File: src/hdl/dbcd_pkg.sv
`timescale 1ns / 1ps
package dbcd_pkg;

    localparam int CFG_W     = 14;
    localparam int CFG_IDX_W = 2;

    localparam logic [CFG_IDX_W-1:0] CFG_FIRST_YEAR = 2'd0;
    localparam logic [CFG_IDX_W-1:0] CFG_LAST_YEAR  = 2'd1;

    localparam logic [CFG_W-1:0] FIRST_YEAR_RST = 14'd2000;
    localparam logic [CFG_W-1:0] LAST_YEAR_RST  = 14'd2099;

    localparam logic KIND_ENCODE = 1'b0;
    localparam logic KIND_DECODE = 1'b1;

    // floor(x / 100) = (x * RECIP_100) >> RECIP_100_SH for x < 199728
    localparam logic [17:0] RECIP_100    = 18'd167773;
    localparam int          RECIP_100_SH = 24;
    // floor(x / 7) = (x * RECIP_7) >> RECIP_7_SH for x < 104857
    localparam logic [16:0] RECIP_7      = 17'd74899;
    localparam int          RECIP_7_SH   = 19;

    typedef struct packed {
        logic        kind;
        logic [7:0]  second_in;
        logic [7:0]  minute_in;
        logic [7:0]  hour_in;
        logic [7:0]  weekday_in;
        logic [7:0]  day_in;
        logic [7:0]  month_in;
        logic [15:0] year_in;
    } t_in_rec;

    typedef struct packed {
        logic        status;
        logic [6:0]  second_out;
        logic [6:0]  minute_out;
        logic [5:0]  hour_out;
        logic [2:0]  weekday_out;
        logic [5:0]  day_out;
        logic [4:0]  month_out;
        logic [15:0] year_out;
    } t_out_rec;

    typedef struct packed {
        logic [CFG_W-1:0] first_year;
        logic [CFG_W-1:0] last_year;
    } t_cfg;

    typedef struct packed {
        logic [6:0]  ds;
        logic [6:0]  dm;
        logic [5:0]  dh;
        logic [5:0]  dd;
        logic [4:0]  dmo;
        logic [13:0] dy;
    } t_dec_vals;

    typedef struct packed {
        t_in_rec   rec;
        logic [9:0] qy;
        t_dec_vals dec;
    } t_s1;

    typedef struct packed {
        t_in_rec    rec;
        logic       ok;
        logic [6:0] ry;
        logic [6:0] th;
        logic [3:0] hund;
        logic [16:0] wsum;
        t_dec_vals  dec;
    } t_s2;

    function automatic logic [6:0] f_div10(input logic [9:0] v);
        logic [17:0] p;
        p = 18'(v) * 18'd205;
        return p[17:11];
    endfunction

    function automatic logic [7:0] f_bcd2(input logic [7:0] v);
        logic [6:0] q;
        logic [7:0] r;
        q = f_div10({2'b00, v});
        r = v - 8'(q) * 8'd10;
        return {q[3:0], r[3:0]};
    endfunction

    function automatic logic [4:0] f_month_days(input logic [3:0] m);
        logic [4:0] d;
        unique case (m)
            4'd2:                      d = 5'd28;
            4'd4, 4'd6, 4'd9, 4'd11:   d = 5'd30;
            default:                   d = 5'd31;
        endcase
        return d;
    endfunction

    function automatic logic [2:0] f_wd_offset(input logic [3:0] m);
        logic [2:0] o;
        unique case (m)
            4'd2:    o = 3'd3;
            4'd3:    o = 3'd2;
            4'd4:    o = 3'd5;
            4'd6:    o = 3'd3;
            4'd7:    o = 3'd5;
            4'd8:    o = 3'd1;
            4'd9:    o = 3'd4;
            4'd10:   o = 3'd6;
            4'd11:   o = 3'd2;
            4'd12:   o = 3'd4;
            default: o = 3'd0;
        endcase
        return o;
    endfunction

endpackage

File: src/hdl/dbcd_front.sv
`timescale 1ns / 1ps
module dbcd_front (
    input  logic              i_clk,
    input  logic              i_rst_n,
    input  logic              i_valid,
    input  dbcd_pkg::t_in_rec i_rec,
    output logic              o_valid,
    output dbcd_pkg::t_s1     o_s1
);
    import dbcd_pkg::*;

    logic        r_valid;
    logic        n_valid;
    t_s1         r_s1;
    t_s1         n_s1;
    logic [33:0] w_prod;

    always_comb begin
        w_prod        = 34'(i_rec.year_in) * 34'(RECIP_100);
        n_valid       = i_valid;
        n_s1.rec      = i_rec;
        n_s1.qy       = w_prod[RECIP_100_SH +: 10];
        n_s1.dec.ds   = 7'(i_rec.second_in[6:4]) * 7'd10 + 7'(i_rec.second_in[3:0]);
        n_s1.dec.dm   = 7'(i_rec.minute_in[6:4]) * 7'd10 + 7'(i_rec.minute_in[3:0]);
        n_s1.dec.dh   = 6'(i_rec.hour_in[5:4]) * 6'd10 + 6'(i_rec.hour_in[3:0]);
        n_s1.dec.dd   = 6'(i_rec.day_in[5:4]) * 6'd10 + 6'(i_rec.day_in[3:0]);
        n_s1.dec.dmo  = 5'(i_rec.month_in[4]) * 5'd10 + 5'(i_rec.month_in[3:0]);
        n_s1.dec.dy   = 14'(i_rec.year_in[14:12]) * 14'd1000
                      + 14'(i_rec.year_in[11:8]) * 14'd100
                      + 14'(i_rec.year_in[7:4]) * 14'd10
                      + 14'(i_rec.year_in[3:0]);
    end

    always_ff @(posedge i_clk) begin
        if (!i_rst_n) begin
            r_valid <= 1'b0;
        end else begin
            r_valid <= n_valid;
        end
    end

    always_ff @(posedge i_clk) begin
        r_s1 <= n_s1;
    end

    assign o_valid = r_valid;
    assign o_s1    = r_s1;

endmodule

File: src/hdl/dbcd_check.sv
`timescale 1ns / 1ps
module dbcd_check (
    input  logic          i_clk,
    input  logic          i_rst_n,
    input  dbcd_pkg::t_cfg i_cfg,
    input  logic          i_valid,
    input  dbcd_pkg::t_s1 i_s1,
    output logic          o_valid,
    output dbcd_pkg::t_s2 o_s2
);
    import dbcd_pkg::*;

    logic        r_valid;
    logic        n_valid;
    t_s2         r_s2;
    t_s2         n_s2;
    t_in_rec     w_rec;
    logic [15:0] w_qy100;
    logic [6:0]  w_ry;
    logic        w_leap;
    logic        w_mon_ok;
    logic [4:0]  w_lim;
    logic        w_enc_ok;
    logic        w_dec_ok;
    logic        w_early;
    logic [16:0] w_y17;
    logic [10:0] w_q100y;
    logic [6:0]  w_th;
    logic [15:0] w_first;
    logic [15:0] w_last;

    always_comb begin
        w_rec    = i_s1.rec;
        w_first  = 16'(i_cfg.first_year);
        w_last   = 16'(i_cfg.last_year);
        w_qy100  = 16'(i_s1.qy) * 16'd100;
        w_ry     = 7'(w_rec.year_in - w_qy100);
        w_leap   = (w_rec.year_in[1:0] == 2'd0) && ((w_ry != 7'd0) || (i_s1.qy[1:0] == 2'd0));
        w_mon_ok = (w_rec.month_in >= 8'd1) && (w_rec.month_in <= 8'd12);
        w_lim    = ((w_rec.month_in == 8'd2) && w_leap) ? 5'd29
                                                       : f_month_days(w_rec.month_in[3:0]);
        w_enc_ok = (w_rec.year_in >= w_first) && (w_rec.year_in <= w_last) && w_mon_ok
                && (w_rec.day_in != 8'd0) && (w_rec.day_in <= 8'(w_lim))
                && (w_rec.second_in <= 8'd59) && (w_rec.minute_in <= 8'd59)
                && (w_rec.hour_in <= 8'd23);
        w_dec_ok = (i_s1.dec.ds <= 7'd59) && (i_s1.dec.dm <= 7'd59)
                && (i_s1.dec.dh <= 6'd23) && (w_rec.weekday_in[2:0] != 3'd7)
                && (i_s1.dec.dd <= 6'd31) && (i_s1.dec.dmo >= 5'd1)
                && (i_s1.dec.dmo <= 5'd12) && (i_s1.dec.dy >= i_cfg.first_year)
                && (i_s1.dec.dy <= i_cfg.last_year);

        // January and February count against the previous year
        w_early  = w_rec.month_in < 8'd3;
        w_y17    = 17'(w_rec.year_in) + 17'd400 - 17'(w_early);
        w_q100y  = 11'(i_s1.qy) + 11'd4 - 11'(w_early && (w_ry == 7'd0));
        w_th     = f_div10(i_s1.qy);

        n_valid      = i_valid;
        n_s2.rec     = w_rec;
        n_s2.ok      = (w_rec.kind == KIND_ENCODE) ? w_enc_ok : w_dec_ok;
        n_s2.ry      = w_ry;
        n_s2.th      = w_th;
        n_s2.hund    = 4'(i_s1.qy - 10'(w_th) * 10'd10);
        n_s2.wsum    = w_y17 + (w_y17 >> 2) - 17'(w_q100y) + 17'(w_q100y >> 2)
                     + 17'(f_wd_offset(w_rec.month_in[3:0])) + 17'(w_rec.day_in);
        n_s2.dec     = i_s1.dec;
    end

    always_ff @(posedge i_clk) begin
        if (!i_rst_n) begin
            r_valid <= 1'b0;
        end else begin
            r_valid <= n_valid;
        end
    end

    always_ff @(posedge i_clk) begin
        r_s2 <= n_s2;
    end

    assign o_valid = r_valid;
    assign o_s2    = r_s2;

endmodule

File: src/hdl/dbcd_out.sv
`timescale 1ns / 1ps
module dbcd_out (
    input  logic               i_clk,
    input  logic               i_rst_n,
    input  logic               i_valid,
    input  dbcd_pkg::t_s2      i_s2,
    output logic               o_valid,
    output dbcd_pkg::t_out_rec o_res
);
    import dbcd_pkg::*;

    logic        r_valid;
    logic        n_valid;
    t_out_rec    r_res;
    t_out_rec    n_res;
    logic [33:0] w_p7;
    logic [14:0] w_q7;
    logic [2:0]  w_wd;
    logic [6:0]  w_tens;
    logic [3:0]  w_units;
    logic [7:0]  w_sec_bcd;
    logic [7:0]  w_min_bcd;
    logic [7:0]  w_hour_bcd;
    logic [7:0]  w_day_bcd;
    logic [7:0]  w_mon_bcd;

    always_comb begin
        w_p7       = 34'(i_s2.wsum) * 34'(RECIP_7);
        w_q7       = w_p7[RECIP_7_SH +: 15];
        w_wd       = 3'(i_s2.wsum - 17'(w_q7) * 17'd7);
        w_tens     = f_div10(10'(i_s2.ry));
        w_units    = 4'(i_s2.ry - w_tens * 7'd10);
        w_sec_bcd  = f_bcd2(i_s2.rec.second_in);
        w_min_bcd  = f_bcd2(i_s2.rec.minute_in);
        w_hour_bcd = f_bcd2(i_s2.rec.hour_in);
        w_day_bcd  = f_bcd2(i_s2.rec.day_in);
        w_mon_bcd  = f_bcd2(i_s2.rec.month_in);

        n_valid = i_valid;
        n_res   = '0;
        if (!i_s2.ok) begin
            n_res.status = 1'b1;
        end else if (i_s2.rec.kind == KIND_ENCODE) begin
            n_res.second_out  = w_sec_bcd[6:0];
            n_res.minute_out  = w_min_bcd[6:0];
            n_res.hour_out    = w_hour_bcd[5:0];
            n_res.weekday_out = w_wd;
            n_res.day_out     = w_day_bcd[5:0];
            n_res.month_out   = w_mon_bcd[4:0];
            n_res.year_out    = {1'b0, i_s2.th[2:0], i_s2.hund, w_tens[3:0], w_units};
        end else begin
            n_res.second_out  = i_s2.dec.ds;
            n_res.minute_out  = i_s2.dec.dm;
            n_res.hour_out    = i_s2.dec.dh;
            n_res.weekday_out = i_s2.rec.weekday_in[2:0];
            n_res.day_out     = i_s2.dec.dd;
            n_res.month_out   = i_s2.dec.dmo;
            n_res.year_out    = 16'(i_s2.dec.dy);
        end
    end

    always_ff @(posedge i_clk) begin
        if (!i_rst_n) begin
            r_valid <= 1'b0;
        end else begin
            r_valid <= n_valid;
        end
    end

    always_ff @(posedge i_clk) begin
        r_res <= n_res;
    end

    assign o_valid = r_valid;
    assign o_res   = r_res;

endmodule

File: src/hdl/datetime_bcd_codec_weekday.sv
// The o_valid strobe follows the accepting edge through the front, check and out stage registers.
// Throughput: one transaction per cycle; o_busy stays low, the receiver cannot stall.
// Stages: year/100 reciprocal multiply and BCD decode, range checks and weekday sum, mod-7 multiply and BCD encode.
// Reset: synchronous, active low; clears the stage valid bits and loads
// first_year 2000 and last_year 2099.
`timescale 1ns / 1ps
module datetime_bcd_codec_weekday (
    input  logic                               i_clk,
    input  logic                               i_rst_n,
    input  logic                               i_start,
    output logic                               o_busy,
    input  dbcd_pkg::t_in_rec                  i_rec,
    output logic                               o_valid,
    output dbcd_pkg::t_out_rec                 o_res,
    input  logic                               i_cfg_we,
    input  logic [dbcd_pkg::CFG_IDX_W-1:0]     i_cfg_idx,
    input  logic [dbcd_pkg::CFG_W-1:0]         i_cfg_data
);
    import dbcd_pkg::*;

    t_cfg r_cfg;
    t_cfg n_cfg;
    logic w_accept;
    logic w_v1;
    logic w_v2;
    t_s1  w_s1;
    t_s2  w_s2;

    assign o_busy   = 1'b0;
    assign w_accept = i_start & ~o_busy;

    always_comb begin
        n_cfg = r_cfg;
        if (i_cfg_we) begin
            unique case (i_cfg_idx)
                CFG_FIRST_YEAR: n_cfg.first_year = i_cfg_data;
                CFG_LAST_YEAR:  n_cfg.last_year  = i_cfg_data;
                default:        n_cfg = r_cfg;
            endcase
        end
    end

    always_ff @(posedge i_clk) begin
        if (!i_rst_n) begin
            r_cfg.first_year <= FIRST_YEAR_RST;
            r_cfg.last_year  <= LAST_YEAR_RST;
        end else begin
            r_cfg <= n_cfg;
        end
    end

    dbcd_front u_front (
        .i_clk   (i_clk),
        .i_rst_n (i_rst_n),
        .i_valid (w_accept),
        .i_rec   (i_rec),
        .o_valid (w_v1),
        .o_s1    (w_s1)
    );

    dbcd_check u_check (
        .i_clk   (i_clk),
        .i_rst_n (i_rst_n),
        .i_cfg   (r_cfg),
        .i_valid (w_v1),
        .i_s1    (w_s1),
        .o_valid (w_v2),
        .o_s2    (w_s2)
    );

    dbcd_out u_out (
        .i_clk   (i_clk),
        .i_rst_n (i_rst_n),
        .i_valid (w_v2),
        .i_s2    (w_s2),
        .o_valid (o_valid),
        .o_res   (o_res)
    );

endmodule

File: config.mk
export PLATFORM = sky130hd
export DESIGN_NAME = datetime_bcd_codec_weekday
export DESIGN_NICKNAME = d
export VERILOG_FILES = /design/src/hdl/dbcd_pkg.sv /design/src/hdl/dbcd_front.sv /design/src/hdl/dbcd_check.sv /design/src/hdl/dbcd_out.sv /design/src/hdl/datetime_bcd_codec_weekday.sv
export SDC_FILE = /design/constraint.sdc
export NUM_CORES = 1
export LEC_CHECK = 0
export BUFFER_PORTS_ARGS = -buffer_cell sky130_fd_sc_hd__clkbuf_2
export CAP_MARGIN = 10
export CORE_UTILIZATION = 45
export CTS_CLUSTER_SIZE = 25
export DETAILED_ROUTE_END_ITERATION = 12
export GPL_TIMING_DRIVEN = 0
export PLACE_DENSITY = 0.7
export SKIP_CTS_REPAIR_TIMING = 1
export SLEW_MARGIN = 20
export SYNTH_ARGS = -nofsm -noshare
export SYNTH_HDL_FRONTEND = slang
export SYNTH_SLANG_ARGS = --single-unit
export TNS_END_PERCENT = 100
File: constraint.sdc
create_clock -name i_clk -period 6.7 [get_ports i_clk]
set_input_delay 1.675 -clock i_clk [delete_from_list [all_inputs] [get_ports i_clk]]
set_output_delay 1.675 -clock i_clk [all_outputs]
set_load 0.005 [all_outputs]
==> reports/metrics.csv <==
metric,value,unit
endpoints failing setup,0,
Post-Synthesis Cells,2785,
WHS Endpoint,u_check.o_s2[26],
pin count of the biggest net entering global routing,16,
"EDFF count, synth",0,
share of the synthesized area in the top cell type,29.16,%
Yosys warning count,0,
Clock Tree Buf Depth,3,
Final period util,99.07,%
synthesis-stage register bit count,308,
routed length per instance,15.43,um
initial antenna violation count,2,
"CTS clk-pin slew, worst paths",0.07,ns
Worst Hold Class,flip-flop to flip-flop,
outcome,"finished, final reports clean",
share of cells above drive strength 1,10.79,%
initial DRC count,668,
nets,3996,
total number of H-tree levels,2,
I/O pin cnt,138,
fin crit period,6.638,ns
RR Startpoint,u_front.o_s1[46],
max_slew headroom,39.14,%
Die Span X,251.5,um
DR vias,18684,
Max Slew Vio Count,0,
crit path DAT,7.06,ns
cell area after layout,31740,sq um
top_reg_cell synth,dfxtp_1,
CP peak stage delay,0.50,ns
Residual DRC,0,
Die Ht,251.5,um
first-pass iteration count of the detailed router,5,
CTS Sinks,308,
clock latency on the worst-skew pair,0.54,ns
TNS Setup,0,ns
CTS tree,built,
cell row count,91,
RSZ-0062 raised after global routing,true,
Worst-Margin Slew,0.9129,ns
HPWL after DPL,49690,um
post-synthesis average cell area,10.06,sq um
Reg2Reg Setup Slack,0.06,ns
Unique masters post-synth,68,
Placement Cell Area,29720,sq um
total CTS buffers,36,
pre-CTS setup slack,-0.7989,ns
total grt overflow,0,
fmax,150.7,MHz
final setup skew,0.01711,ns
cells taking the most area after synthesis,"ha_1 29%, dfxtp_1 22%, fa_1 20%",
Post-Syn Area,28010,sq um
Final ANT Viol Nets,0,
register area share after synthesis,22.01,%
Starting Density,45.48,%
Hold Path Origin,u_front.o_s1[26],
Async SR Flop Fraction,0,%
Hold Fails Final Rpt,0,
top-count cell post-synth,inv_1,
core footprint,61600,sq um
drt via density,4.864,
vias in the first global route,19573,
Layout area overhead,13.29,%
capturing element type of the critical path,flip-flop,
largest area contributor in the netlist,ha_1,
worst path required time,7.12,ns
first-pass GRT wire length,97150,um
worst r2r path cells,34,
critical path type,flip-flop to flip-flop,
synth cell count leaders,"682 x inv_1, 653 x ha_1, 308 x dfxtp_1, 281 x fa_1, 128 x xnor2_1",
Max-Cap Viols,0,
Critical Path Source Type,flip-flop,
GP Congestion,0.8904,
most frequent cell on the critical path,xnor2_2,
GRT Resource Usage Total,19.31,%
setup slack after layout,0.06220,ns
final WL,59270,um
"Slowest-stage cell, CP",fa_1,
port bufs,130,
# diodes,0,
Reg-to-Reg End,u_check.o_s2[61],
Root Driver,clkbuf_16,
Die ar.,63250,sq um
hold path depth,0,
worst-path maximum fanout,4,
[how the worst max path moves through the flow]
stage,startpoint,endpoint,cells after the start
global placement,i_rec[2],u_front.o_s1[51],19
finish,u_front.o_s1[46],u_check.o_s2[61],34
global route,u_front.o_s1[46],u_check.o_s2[61],34
detailed placement,i_rec[2],u_front.o_s1[51],19
CTS,u_front.o_s1[46],u_check.o_s2[61],34
floorplan,i_rec[13],u_front.o_s1[51],20
[registers in the layout (all words and copies together), names as in the netlist, named ones only]
| name | flops |
|---|---|
| u_check.o_s2 | 115 |
| u_front.o_s1 | 109 |
| u_out.o_res | 50 |
| r_cfg | 28 |
| u_check.o_valid | 1 |
| u_front.o_valid | 1 |
| u_out.o_valid | 1 |
[final cells by class]
type / count / area (sq um)
Fill cell: 5430 / 29860
Inverter: 682 / 2566
Buffer: 24 / 97.59
Timing Repair Buffer: 153 / 910.9
Sequential cell: 308 / 6188
Clock inverter: 20 / 274.0
Clock buffer: 45 / 1006
Multi-Input combinational cell: 1772 / 19650
Tap cell: 837 / 1047
[per-layer routing]
| metal | track usage, % | vias to the layer above | wire (um) |
|---|---|---|---|
| li1 | - | 9307 | - |
| met1 | 25.46 | 8942 | 27220 |
| met2 | 33.51 | 342 | 28320 |
| met3 | 2.136 | 93 | 2327 |
| met4 | 4.983 | 0 | 1402 |
| met5 | 0 | - | 0 |
[kinds of logic after synthesis]
logic type / count (synthesis) / share of synthesized area, %
AOI/OAI and AO/OA: 324 / 7.566
xor gates and xnor gates: 164 / 5.127
adders and majority gates: 935 / 49.28
buffers and inverters: 706 / 9.486
DFF: 308 / 22.01
muxes: 24 / 0.8620
other: 1 / 0.01339
and+or+nand+nor: 323 / 5.654
[metrics by stage]
| stage | util (%) | hold WS (ns) | instances |
|---|---|---|---|
| floorplan | - | 0.3096 | 2786 |
| global placement | 48.24 | 0.3096 | 3753 |
| detailed placement | 48.24 | 0.3121 | 3753 |
| CTS | 50.32 | 0.3186 | 3818 |
| global route | 51.52 | 0.3290 | 3841 |
| finish | 51.52 | 0.3182 | 3841 |
[cells in the final DEF (no fill, tap or decap), types with 16 or more instances in the layout]
cell,Yosys,routed
inv_1,682,671
ha_1,653,632
dfxtp_1,308,300
fa_1,281,271
xnor2_1,128,117
clkbuf_2,0,115
nor2_1,97,94
a21oi_1,98,90
nand2_1,81,80
o21ai_0,58,53
a21o_1,39,39
clkbuf_16,0,37
xor2_1,36,35
buf_4,2,30
mux2i_1,23,23
o211ai_1,22,22
nor2b_1,23,22
clkbuf_1,19,22
o21a_1,22,22
nand4_1,21,21
nand3_1,21,21
a21boi_0,18,18
ha_4,0,16
[critical path: cells and delay by family, from the launching register on]
family	cells	cell delay [ns]
fa+ha+maj	7	2.39
flops	1	0.40
xor+xnor	6	0.80
simple gates	8	0.96
compound gates	9	1.64
buf+inv	4	0.32
Power is left out: the tool's default activity adds up to more than one toggle a clock period on the data nets, which glitch-free logic cannot reach.
